<file path="config.mk">
export PLATFORM = sky130hd
export DESIGN_NAME = text_binary_packet_deframer_unit
export DESIGN_NICKNAME = d
export VERILOG_FILES = /design/src/rtl/core/tbpd_pkg.sv /design/src/rtl/core/text_binary_packet_deframer_unit.sv /design/src/rtl/core/tbpd_front.sv /design/src/rtl/core/tbpd_queue.sv /design/src/rtl/core/tbpd_back.sv
export SDC_FILE = /design/constraint.sdc
export NUM_CORES = 1
export LEC_CHECK = 0
export BUFFER_PORTS_ARGS = -buffer_cell sky130_fd_sc_hd__clkbuf_2
export CORE_ASPECT_RATIO = 1.4
export CORE_UTILIZATION = 30
export CTS_CLUSTER_DIAMETER = 120
export DETAILED_ROUTE_END_ITERATION = 12
export PLACE_DENSITY = 0.51
export REMOVE_ABC_BUFFERS = 1
export SLEW_MARGIN = 20
export SYNTH_ARGS = -nofsm -noshare
export SYNTH_HDL_FRONTEND = slang
export SYNTH_HIERARCHICAL = 1
export SYNTH_SLANG_ARGS = --single-unit
export TNS_END_PERCENT = 1
</file>
<file path="constraint.sdc">
create_clock -name clock -period 8.7 [get_ports clock]
set_input_delay 1.305 -clock clock [delete_from_list [all_inputs] [get_ports clock]]
set_output_delay 1.305 -clock clock [all_outputs]
set_load 0.05 [all_outputs]
</file>
<file path="src/rtl/core/tbpd_pkg.sv">
package tbpd_pkg;

   localparam int QUEUE_DEPTH = 4;
   localparam int QUEUE_PTR_BITS = $clog2(QUEUE_DEPTH);
   localparam int MAX_RESULTS = 4;

   localparam logic [7:0] START_BIN = 8'h24;
   localparam logic [7:0] CHAR_CR = 8'h0D;
   localparam logic [7:0] CHAR_LF = 8'h0A;

   localparam logic KIND_TEXT = 1'b0;
   localparam logic KIND_BIN = 1'b1;

   typedef enum logic [3:0] {
      PH_IDLE = 4'b0001,
      PH_LEN  = 4'b0010,
      PH_BIN  = 4'b0100,
      PH_TEXT = 4'b1000
   } phase_type;

   typedef struct packed {
      logic       kind;
      logic [7:0] data;
      logic       last;
      logic       empty;
   } result_type;

   typedef struct packed {
      logic [2:0]                   count;
      result_type [MAX_RESULTS-1:0] res;
   } bundle_type;

   typedef struct packed {
      logic full;
      logic empty;
   } queue_status_type;

   function automatic logic [7:0] term_pat(input logic [1:0] idx);
      logic [7:0] value;
      case (idx)
         2'd0: value = CHAR_CR;
         2'd1: value = CHAR_LF;
         2'd2: value = CHAR_CR;
         default: value = CHAR_LF;
      endcase
      return value;
   endfunction

endpackage

</file>
<file path="src/rtl/core/text_binary_packet_deframer_unit.sv">
// Splits a byte stream into binary packets (0x24, four length bytes least
// significant first, then that many payload bytes) and text packets (any other
// header byte, payload up to CR LF CR LF, one byte held back so the final one is
// flagged). One byte is accepted per cycle while the four-entry queue between
// the classifier and the output stage has room. Each byte releases zero to four
// results; the output stage sends one result per cycle from its own register while
// rsp_ready is high; the queue absorbs the results of a failed partial terminator.
// Each result passes through a queue entry and then the output register.
module text_binary_packet_deframer_unit import tbpd_pkg::*; #(
   parameter int LENGTH_BITS = 32
) (
   input  logic       clock,
   input  logic       reset,
   input  logic       req_valid,
   output logic       req_ready,
   input  logic [7:0] req_rx_byte,
   output logic       rsp_valid,
   input  logic       rsp_ready,
   output logic       rsp_packet_kind,
   output logic [7:0] rsp_payload_byte,
   output logic       rsp_last_byte,
   output logic       rsp_empty_packet
);

   bundle_type       bundle;
   bundle_type       head;
   queue_status_type q_status;
   logic             accept;
   logic             q_push;
   logic             q_pop;

   assign req_ready = !q_status.full;
   assign accept = req_valid && req_ready;
   assign q_push = accept && (bundle.count != 3'd0);

   tbpd_front #(
      .LENGTH_BITS(LENGTH_BITS)
   ) u_front (
      .clock(clock),
      .reset(reset),
      .accept(accept),
      .rx_byte(req_rx_byte),
      .bundle(bundle)
   );

   tbpd_queue u_queue (
      .clock(clock),
      .reset(reset),
      .push(q_push),
      .push_data(bundle),
      .pop(q_pop),
      .head(head),
      .status(q_status)
   );

   tbpd_back u_back (
      .clock(clock),
      .reset(reset),
      .head(head),
      .status(q_status),
      .pop(q_pop),
      .rsp_valid(rsp_valid),
      .rsp_ready(rsp_ready),
      .rsp_packet_kind(rsp_packet_kind),
      .rsp_payload_byte(rsp_payload_byte),
      .rsp_last_byte(rsp_last_byte),
      .rsp_empty_packet(rsp_empty_packet)
   );

   a_no_push_when_full: assert property (@(posedge clock) disable iff (reset)
      q_status.full |-> !q_push)
      else $error("queue written while full");

   a_no_pop_when_empty: assert property (@(posedge clock) disable iff (reset)
      q_pop |-> !q_status.empty)
      else $error("queue read while empty");

   a_empty_is_final: assert property (@(posedge clock) disable iff (reset)
      (rsp_valid && rsp_empty_packet) |-> (rsp_last_byte && rsp_payload_byte == 8'd0))
      else $error("empty packet result is not a final zero byte");

endmodule

</file>
<file path="src/rtl/core/tbpd_front.sv">
module tbpd_front import tbpd_pkg::*; #(
   parameter int LENGTH_BITS = 32
) (
   input  logic       clock,
   input  logic       reset,
   input  logic       accept,
   input  logic [7:0] rx_byte,
   output bundle_type bundle
);

   phase_type              phase_ff, phase_in;
   logic [1:0]             match_ff, match_in;
   logic [7:0]             held_byte_ff, held_byte_in;
   logic                   held_valid_ff, held_valid_in;
   logic [1:0]             header_index_ff, header_index_in;
   logic [LENGTH_BITS-1:0] remaining_ff, remaining_in;

   logic [31:0]            len_word;
   logic [LENGTH_BITS-1:0] len_trunc;
   logic [7:0]             seq [MAX_RESULTS];
   logic [7:0]             chain [MAX_RESULTS];
   logic [2:0]             push_count;

   assign len_word = 32'(remaining_ff) | (32'(rx_byte) << {header_index_ff, 3'b000});
   assign len_trunc = len_word[LENGTH_BITS-1:0];
   assign push_count = 3'(match_ff) + 3'(rx_byte != CHAR_CR);

   always_comb begin
      for (int j = 0; j < MAX_RESULTS; j++) begin
         seq[j] = (2'(j) < match_ff || j == MAX_RESULTS) ? term_pat(2'(j)) : rx_byte;
      end
      seq[MAX_RESULTS-1] = rx_byte;
      chain[0] = held_valid_ff ? held_byte_ff : seq[0];
      for (int j = 1; j < MAX_RESULTS; j++) begin
         chain[j] = held_valid_ff ? seq[j-1] : seq[j];
      end
   end

   always_comb begin
      phase_in = phase_ff;
      match_in = match_ff;
      held_byte_in = held_byte_ff;
      held_valid_in = held_valid_ff;
      header_index_in = header_index_ff;
      remaining_in = remaining_ff;
      bundle = '0;
      case (phase_ff)
         PH_IDLE: begin
            if (rx_byte == START_BIN) begin
               phase_in = PH_LEN;
               header_index_in = 2'd0;
               remaining_in = '0;
            end else begin
               phase_in = PH_TEXT;
               match_in = 2'd0;
               held_valid_in = 1'b0;
               held_byte_in = 8'd0;
            end
         end
         PH_LEN: begin
            remaining_in = len_trunc;
            header_index_in = header_index_ff + 2'd1;
            if (header_index_ff == 2'd3) begin
               if (len_trunc == '0) begin
                  bundle.count = 3'd1;
                  bundle.res[0] = '{kind: KIND_BIN, data: 8'd0, last: 1'b1, empty: 1'b1};
                  phase_in = PH_IDLE;
               end else begin
                  phase_in = PH_BIN;
               end
            end
         end
         PH_BIN: begin
            remaining_in = remaining_ff - LENGTH_BITS'(1);
            bundle.count = 3'd1;
            bundle.res[0] = '{kind: KIND_BIN, data: rx_byte,
                              last: (remaining_ff == LENGTH_BITS'(1)), empty: 1'b0};
            if (remaining_ff == LENGTH_BITS'(1)) begin
               phase_in = PH_IDLE;
            end
         end
         PH_TEXT: begin
            if (match_ff == 2'd3 && rx_byte == CHAR_LF) begin
               bundle.count = 3'd1;
               bundle.res[0] = '{kind: KIND_TEXT, data: held_byte_ff, last: 1'b1,
                                 empty: !held_valid_ff};
               held_valid_in = 1'b0;
               held_byte_in = 8'd0;
               match_in = 2'd0;
               phase_in = PH_IDLE;
            end else if (rx_byte == term_pat(match_ff)) begin
               match_in = match_ff + 2'd1;
            end else begin
               // The failed prefix and the byte (a CR byte instead starts a new match) go
               // through the hold-back stage; the newest one stays held and the rest are released.
               bundle.count = push_count + 3'(held_valid_ff) - 3'd1;
               for (int j = 0; j < MAX_RESULTS; j++) begin
                  bundle.res[j] = '{kind: KIND_TEXT, data: chain[j], last: 1'b0, empty: 1'b0};
               end
               held_byte_in = seq[2'(push_count - 3'd1)];
               held_valid_in = 1'b1;
               match_in = (rx_byte == CHAR_CR) ? 2'd1 : 2'd0;
            end
         end
         default: begin
            phase_in = PH_IDLE;
         end
      endcase
   end

   always_ff @(posedge clock) begin
      if (reset) begin
         phase_ff <= PH_IDLE;
         match_ff <= 2'd0;
         held_byte_ff <= 8'd0;
         held_valid_ff <= 1'b0;
         header_index_ff <= 2'd0;
         remaining_ff <= '0;
      end else if (accept) begin
         phase_ff <= phase_in;
         match_ff <= match_in;
         held_byte_ff <= held_byte_in;
         held_valid_ff <= held_valid_in;
         header_index_ff <= header_index_in;
         remaining_ff <= remaining_in;
      end
   end

endmodule

</file>
<file path="src/rtl/core/tbpd_queue.sv">
module tbpd_queue import tbpd_pkg::*; (
   input  logic             clock,
   input  logic             reset,
   input  logic             push,
   input  bundle_type       push_data,
   input  logic             pop,
   output bundle_type       head,
   output queue_status_type status
);

   bundle_type                mem_ff [QUEUE_DEPTH];
   logic [QUEUE_PTR_BITS-1:0] wr_ptr_ff, wr_ptr_in;
   logic [QUEUE_PTR_BITS-1:0] rd_ptr_ff, rd_ptr_in;
   logic [QUEUE_PTR_BITS:0]   count_ff, count_in;

   assign status.full = (count_ff == (QUEUE_PTR_BITS+1)'(QUEUE_DEPTH));
   assign status.empty = (count_ff == '0);
   assign head = mem_ff[rd_ptr_ff];

   always_comb begin
      wr_ptr_in = push ? wr_ptr_ff + QUEUE_PTR_BITS'(1) : wr_ptr_ff;
      rd_ptr_in = pop ? rd_ptr_ff + QUEUE_PTR_BITS'(1) : rd_ptr_ff;
      count_in = count_ff + (QUEUE_PTR_BITS+1)'(push) - (QUEUE_PTR_BITS+1)'(pop);
   end

   always_ff @(posedge clock) begin
      if (reset) begin
         wr_ptr_ff <= '0;
         rd_ptr_ff <= '0;
         count_ff <= '0;
      end else begin
         wr_ptr_ff <= wr_ptr_in;
         rd_ptr_ff <= rd_ptr_in;
         count_ff <= count_in;
      end
   end

   always_ff @(posedge clock) begin
      if (push) begin
         mem_ff[wr_ptr_ff] <= push_data;
      end
   end

endmodule

</file>
<file path="src/rtl/core/tbpd_back.sv">
module tbpd_back import tbpd_pkg::*; (
   input  logic             clock,
   input  logic             reset,
   input  bundle_type       head,
   input  queue_status_type status,
   output logic             pop,
   output logic             rsp_valid,
   input  logic             rsp_ready,
   output logic             rsp_packet_kind,
   output logic [7:0]       rsp_payload_byte,
   output logic             rsp_last_byte,
   output logic             rsp_empty_packet
);

   logic       valid_ff, valid_in;
   result_type result_ff, result_in;
   logic [1:0] sub_ff, sub_in;
   logic       load;
   logic       take;

   assign load = !valid_ff || rsp_ready;
   assign take = load && !status.empty;
   assign pop = take && (3'(sub_ff) + 3'd1 == head.count);

   always_comb begin
      valid_in = take ? 1'b1 : (load ? 1'b0 : valid_ff);
      result_in = take ? head.res[sub_ff] : result_ff;
      sub_in = pop ? 2'd0 : (take ? sub_ff + 2'd1 : sub_ff);
   end

   always_ff @(posedge clock) begin
      if (reset) begin
         valid_ff <= 1'b0;
         sub_ff <= 2'd0;
      end else begin
         valid_ff <= valid_in;
         sub_ff <= sub_in;
      end
   end

   always_ff @(posedge clock) begin
      result_ff <= result_in;
   end

   assign rsp_valid = valid_ff;
   assign rsp_packet_kind = result_ff.kind;
   assign rsp_payload_byte = result_ff.data;
   assign rsp_last_byte = result_ff.last;
   assign rsp_empty_packet = result_ff.empty;

endmodule
</file>
==> results by group, run 1 <==
GRT
  • Overflow after GRT: 0
  • Largest net degree at the start of global routing: 48
  • Vias in the first global route: 7846
  • First-pass GRT wire length: 44470 µm
  • GRT Util Overall: 0.1429
  • Initial antenna violation count: 0

STA
  • Fin crit period: 4.501 ns
  • RSZ-0062 raised after global routing: false
  • Setup TNS: 0 ns
  • Tcrit/Tclk final: 0.5173
  • Setup violations, final: 0
  • Skew final: 0.009831 ns
  • Final WS setup: 4.199 ns
  • Final Hold Viols: 0
  • Max Fclk: 222.2 MHz
  • Slew @ Worst Pin: 0.9934 ns
  • Pins Over Slew Limit: 0
  • Slew headroom: 0.3377

Min path
  • Hold Path Class: flop to flop

Clocking
  • TritonCTS clock tree: done
  • CTS Buffer Depth: 3
  • CTS sink cnt: 260
  • Clock root cell: clkbuf_16
  • Post-CTS Hold Buffers: 0
  • Cts repair resizes: 0
  • CTS Buf Count: 27
  • H-tree levels: 1
  • Worst-Skew Late Latency: 0.54 ns
  • # Post-CTS Setup Buffers: 0
  • Reg clk slew, reported paths: 0.06 ns

Worst setup path
  • Cell Chain, Critical Path: clkbuf_2 -> nor4_1 -> nand2_1 -> ha_1 -> inv_1 -> ha_1 -> ha_1 -> xnor2_1 -> nor2_1 -> o31a_1 -> and2_2 -> buf_4
  • Slowest stage delay, CP: 0.62 ns
  • CP Max Fanout: 47
  • Critical path data arrival time: 4.67 ns
  • Worst endpoint required time: 8.86 ns
  • Delay-heaviest family, CP: simple AND/OR/NAND/NOR gates
  • Worst setup SP type: input port
  • Crit-path slowest cell: nor4_1
  • CP endpoint kind: flop
  • Crit path top cell by count: ha_1
  • Bufs and invs on worst path: 3
  • Worst Setup Path Type: input port to flop

Routing
  • Initial drt markers: 415
  • WL met3: 1134 µm
  • Post-DRT Antenna Nets: 0
  • Vias/cell: 5.251
  • Top sig layer: met4
  • Routed length per instance: 20.01 µm
  • Via count: 7604
  • Detailed Routing Iterations Pass 1: 7
  • Post-Route WL: 28980 µm
  • M1 WL: 11070 µm
  • Residual DRC: 0
  • Routed length on met2: 15650 µm

Logic synthesis
  • Largest family of logic cells by synthesized area: multiplexers
  • EDFF count, synth: 199
  • Synth area leaders: edfxtp_1 49%, dfxtp_1 10%, mux4_2 10%
  • Flip-flop and latch count after synthesis: 260
  • Area leader, netlist: edfxtp_1
  • Mux share of post-synthesis cell area: 0.1210
  • Number of synthesis warnings: 6
  • Syn_area_per_cell: 13.65 µm²
  • Synth Area in Compound Gates: 0.1145
  • Async set or reset register ratio after synthesis: 0
  • Seq/Total Area, Yosys: 0.5944
  • Cell variety after synth: 84
  • Xor/xnor share of the synthesized area: 0.007027
  • Area share of the largest cell type after synthesis: 0.4935
  • Synth Area in Simple Gates: 0.1007
  • Cell Area, Synth: 12110 µm²
  • Main synth FF type: edfxtp_1
  • Cells after Synth: 887
  • Post-synthesis adder-cell area fraction: 0.01819

Power
  • Switching power: 0.0008569 W
  • Leak pwr: 4.367 nW
  • Pwr dens: 227.7 nW/µm²
  • Worst VDD drop: 0.1470 mV
  • Combinational share of power: 0.168
  • Total power: 0.003081 W
  • Internal power: 0.002224 W
  • Seq pwr share: 0.462
  • Clk pwr share: 0.371
  • Sw frac: 0.2781

Run status
  • Outcome: finished clean

Placed design
  • Dpl ws: 3.621 ns
  • Gp weighted congestion: 0.8123
  • Cell count after placement: 1398
  • Buffers on Ports: 24
  • Dpl cell area: 12630 µm²
  • HPWL Detailed: 18340 µm

Floorplanning
  • Ports: 25
  • Die X: 171.8 µm
  • Core Region: 39600 µm²
  • Row cnt: 86
  • Die H: 239.7 µm
  • Initial Util: 0.3058
  • Die area: 41180 µm²

Layout
  • Post-route insts no fill: 1448
  • Fin area: 13530 µm²
  • Share of layout cells above drive strength 1: 0.1859
  • Ant diodes: 0
  • Area delta synth->final: 11.76%
  • NumNets Final: 929

Job
  • Max_cap viols: 0
-- placed cells by master, fill, tap and decap left out, types with 9 or more instances in the layout --
master / netlist / final
buf_4: 11 / 18
o21ai_0: 49 / 49
dfxtp_1: 61 / 59
clkbuf_16: 0 / 27
clkbuf_2: 0 / 24
mux2i_1: 11 / 11
conb_1: 1 / 9
nor3_1: 21 / 21
o22ai_1: 10 / 10
edfxtp_1: 199 / 199
a32o_1: 9 / 9
ha_1: 16 / 16
a21oi_1: 84 / 84
nand3_1: 12 / 12
inv_1: 25 / 25
o32ai_1: 14 / 14
nor2_1: 42 / 42
nand2_1: 46 / 46
nor2b_1: 10 / 10
and3_1: 16 / 16
mux4_2: 54 / 54
-- power by group through the flow --
stage                     clock network, W  registers, W  logic, W
final                              0.00114       0.00142  0.000517
after CTS                          0.00118       0.00144  0.000508
after global routing               0.00122       0.00143  0.000558
after floorplan                          0       0.00156  0.000256
after global placement                   0       0.00147  0.000504
after detailed placement                 0       0.00147  0.000507
-- synthesized netlist by cell type, drive strengths merged (10+ instances only) --
| cell type | instances |
|---|---|
| edfxtp | 199 |
| buf | 37 |
| and3 | 16 |
| o22ai | 10 |
| mux4 | 58 |
| nor2 | 43 |
| nor2b | 11 |
| clkbuf | 30 |
| o21ai | 50 |
| mux2i | 11 |
| inv | 25 |
| nor3 | 23 |
| nand3 | 12 |
| dfxtp | 61 |
| a21oi | 85 |
| ha | 16 |
| nand2 | 47 |
| o32ai | 14 |
-- worst paths after layout --
path                                                from                      end  slack (ns)  cells past startpoint
worst max-delay path                      req_rx_byte[7]    u_queue/mem_ff[2][39]        4.20                     12
worst min-delay path             u_front/held_byte_ff[5]  u_front/held_byte_ff[5]        0.46                      2
worst max register to register  u_front/remaining_ff[27]    u_queue/mem_ff[2][39]        4.77                      8
worst min register to register   u_front/held_byte_ff[5]  u_front/held_byte_ff[5]        0.46                      2
-- cell type report --
class / count / area [µm²]
Clock buffer: 29 / 683.2
Tap cell: 528 / 660.6
Fill cell: 3953 / 26070
Sequential cell: 260 / 7202
Timing Repair Buffer: 43 / 282.8
Inverter: 25 / 93.84
Multi-Input combinational cell: 543 / 4420
Clock inverter: 20 / 188.9
-- through the flow --
step	utilization	hold slack, ns
detailed placement	0.3190	0.4523
global placement	0.3190	0.4439
floorplan	-	0.4344
finish	0.3417	0.4588
CTS	0.3410	0.4608
global route	0.3417	0.4937
-- registers in the layout, summed over array words and instances (netlist names), 2 cells and up, named ones only --
signal                   flops
u_back/rsp_payload_byte      8
u_back/sub_ff                2
u_front/header_index_ff      2
u_front/held_byte_ff         8
u_front/match_ff             2
u_front/phase_ff             4
u_front/remaining_ff        32
u_queue/count_ff             3
u_queue/mem_ff             188
u_queue/rd_ptr_ff            2
u_queue/wr_ptr_ff            2
-- layer usage --
layer	track usage	vias up
met3	0.02082	66
met5	0	-
li1	-	3511
met2	0.2661	190
met1	0.1565	3837
met4	0.06838	0
-- cell families after synthesis --
family / Yosys count
flip-flops: 260
AND/OR/NAND/NOR: 220
AO/OA/AOI/OAI: 217
buffers and inverters: 92
multiplexers: 72
adder cells (fa/ha/maj): 17
XOR/XNOR: 8
other: 1
-- tightest hold or removal path: cells and delay by family (launching register included) --
family | cells | cell delay, ns
flops | 1 | 0.31
mux | 1 | 0.05
simple gates | 1 | 0.05
Power figures use the tool's default switching activity.
==> run 2, diff against run 1 <==
Clock period 8.7 ns to 4.33 ns, I/O delays scaled along.
==> results by group, run 2 (synthesized netlist as in run 1, its figures left out) <==
Run status
  • Outcome: finished clean

Worst setup path
  • Critical path data arrival time: 3.96 ns
  • Crit path capture: u_queue/count_ff[1]
  • Worst setup SP type: flop
  • Worst endpoint required time: 4.74 ns
  • Worst R2R Start: u_front/remaining_ff[27]
  • CP Max Fanout: 7
  • CP endpoint kind: flop
  • Worst Setup Path Type: flop to flop
  • R2R cell count: 9
  • Slack of the worst reg-to-reg path: 0.78 ns
  • Reg2reg end: u_queue/count_ff[1]
  • Critical path launch point: u_front/remaining_ff[27]

Layout
  • Ant diodes: 0
  • Largest regs: u_queue/mem_ff (188), u_front/remaining_ff (32)
  • Commonest non-fill, non-tap cell in the layout: edfxtp_1
  • NumNets Final: 944
  • Area delta synth->final: 13.57%
  • Highest-count cells in the layout ignoring fill and taps: 199 x edfxtp_1, 84 x a21oi_1, 59 x dfxtp_1
  • Share of layout cells above drive strength 1: 0.2043
  • Fin util: 0.3473
  • Reg with most FFs: u_queue/mem_ff
  • Max FFs per register: 188

STA
  • Skew final: 0.01232 ns
  • Fin crit period: 3.550 ns
  • Setup TNS: 0 ns
  • Slew headroom: 0.3723
  • Setup violations, final: 0
  • Max Fclk: 281.7 MHz
  • Final Hold Viols: 0
  • Tcrit/Tclk final: 0.8199
  • RSZ-0062 raised after global routing: false
  • Slew @ Worst Pin: 0.9415 ns
  • Final WS setup: 0.7800 ns
  • Pins Over Slew Limit: 0

Clocking
  • Post-CTS Hold Buffers: 0
  • Cts repair resizes: 0
  • Clock root cell: clkbuf_16
  • CTS Buffer Depth: 3
  • TritonCTS clock tree: done
  • # Post-CTS Setup Buffers: 0
  • Worst-Skew Late Latency: 0.54 ns
  • H-tree levels: 1
  • Reg clk slew, reported paths: 0.07 ns
  • CTS sink cnt: 260
  • CTS Buf Count: 26

Routing
  • Routed length per instance: 20.13 µm
  • Via count: 7586
  • Post-DRT Antenna Nets: 0
  • Post-Route WL: 29460 µm
  • Vias/cell: 5.185
  • Residual DRC: 0
  • Initial drt markers: 369
  • Detailed Routing Iterations Pass 1: 4

Floorplanning
  • Row cnt: 86
  • Initial Util: 0.3058
  • Die area: 41180 µm²
  • Core Region: 39600 µm²
  • Die H: 239.7 µm
  • Ports: 25
  • Die X: 171.8 µm

GRT
  • First-pass GRT wire length: 46020 µm
  • Vias in the first global route: 8077
  • Overflow after GRT: 0
  • Initial antenna violation count: 0
  • Largest net degree at the start of global routing: 48
  • GRT Util Overall: 0.1477

Power
  • Leak pwr: 4.481 nW
  • Worst VDD drop: 0.2747 mV
  • Pwr dens: 460.0 nW/µm²

Job
  • Max_cap viols: 0

Placed design
  • Gp weighted congestion: 0.8373
  • Dpl ws: 0.5060 ns
  • Buffers on Ports: 24
  • HPWL Detailed: 19370 µm

Min path
  • Hold Path Class: flop to flop
## run 2: cell count changes in the layout (fill, tap and decap cells not counted), moves of 3 or more
cell | previous run | this run
buf_12 | 0 | 5
clkinv_4 | 4 | 1
clkbuf_8 | 0 | 4
clkinv_1 | 7 | 3
buf_4 | 18 | 30
## run 2: cell type report
type | instances | area [µm²]
Inverter | 25 | 93.84
Fill cell | 3979 | 25850
Timing Repair Buffer | 59 | 445.4
Multi-Input combinational cell | 543 | 4420
Clock buffer | 32 | 734.5
Tap cell | 528 | 660.6
Sequential cell | 260 | 7202
Clock inverter | 16 | 193.9
## run 2: critical path, cell delays in order, from the launching register on
cell and delay [ns]:
dfxtp_1 0.36, or4_4 0.58, or4_4 0.58, nor2_1 0.19, nand3_1 0.19, o211ai_1 0.42
o31a_1 0.34, ha_1 0.22, fa_1 0.40, nor2b_1 0.13
## run 2: stage by stage
step / power (W) / cell area (µm²) / hold slack (ns) / std cells
final: 0.006325 / 13750 / 0.4657 / 1463
after global routing: 0.006574 / 13750 / 0.4921 / 1463
after CTS: 0.006428 / 13750 / 0.4427 / 1463
after detailed placement: 0.003986 / 12820 / 0.4589 / 1415
after global placement: 0.003983 / 12820 / 0.4456 / 1415
after floorplan: 0.003642 / 11700 / 0.4344 / 828
## run 2: power by group
group | internal, W | switching [W]
Clock | 0.00145 | 0.000972
Combinational | 0.000361 | 0.000695
Sequential | 0.00279 | 0.0000645
## run 2: worst min-delay path by stage
stage	slack, ns	end	cells after the start	from
5_1_grt	0.49	u_front/held_byte_ff[5]	2	u_front/held_byte_ff[5]
3_5_place_dp	0.46	u_front/held_byte_ff[4]	2	u_front/held_byte_ff[4]
4_1_cts	0.44	u_back/rsp_valid	4	rsp_ready
2_1_floorplan	0.43	u_front/held_byte_ff[1]	2	u_front/held_byte_ff[1]
3_3_place_gp	0.45	u_front/held_byte_ff[6]	2	u_front/held_byte_ff[6]
6_report	0.47	u_front/held_byte_ff[4]	2	u_front/held_byte_ff[4]
## run 2: routing by layer
| metal | GRT usage | part of all wire | vias to the layer above | routed length, µm |
|---|---|---|---|---|
| met5 | 0 | 0 | - | 0 |
| met1 | 0.1647 | 0.40 | 3833 | 11660 |
| met4 | 0.05953 | 0.027 | 0 | 794 |
| met3 | 0.01735 | 0.033 | 54 | 984 |
| li1 | - | - | 3544 | - |
| met2 | 0.2798 | 0.54 | 155 | 16020 |
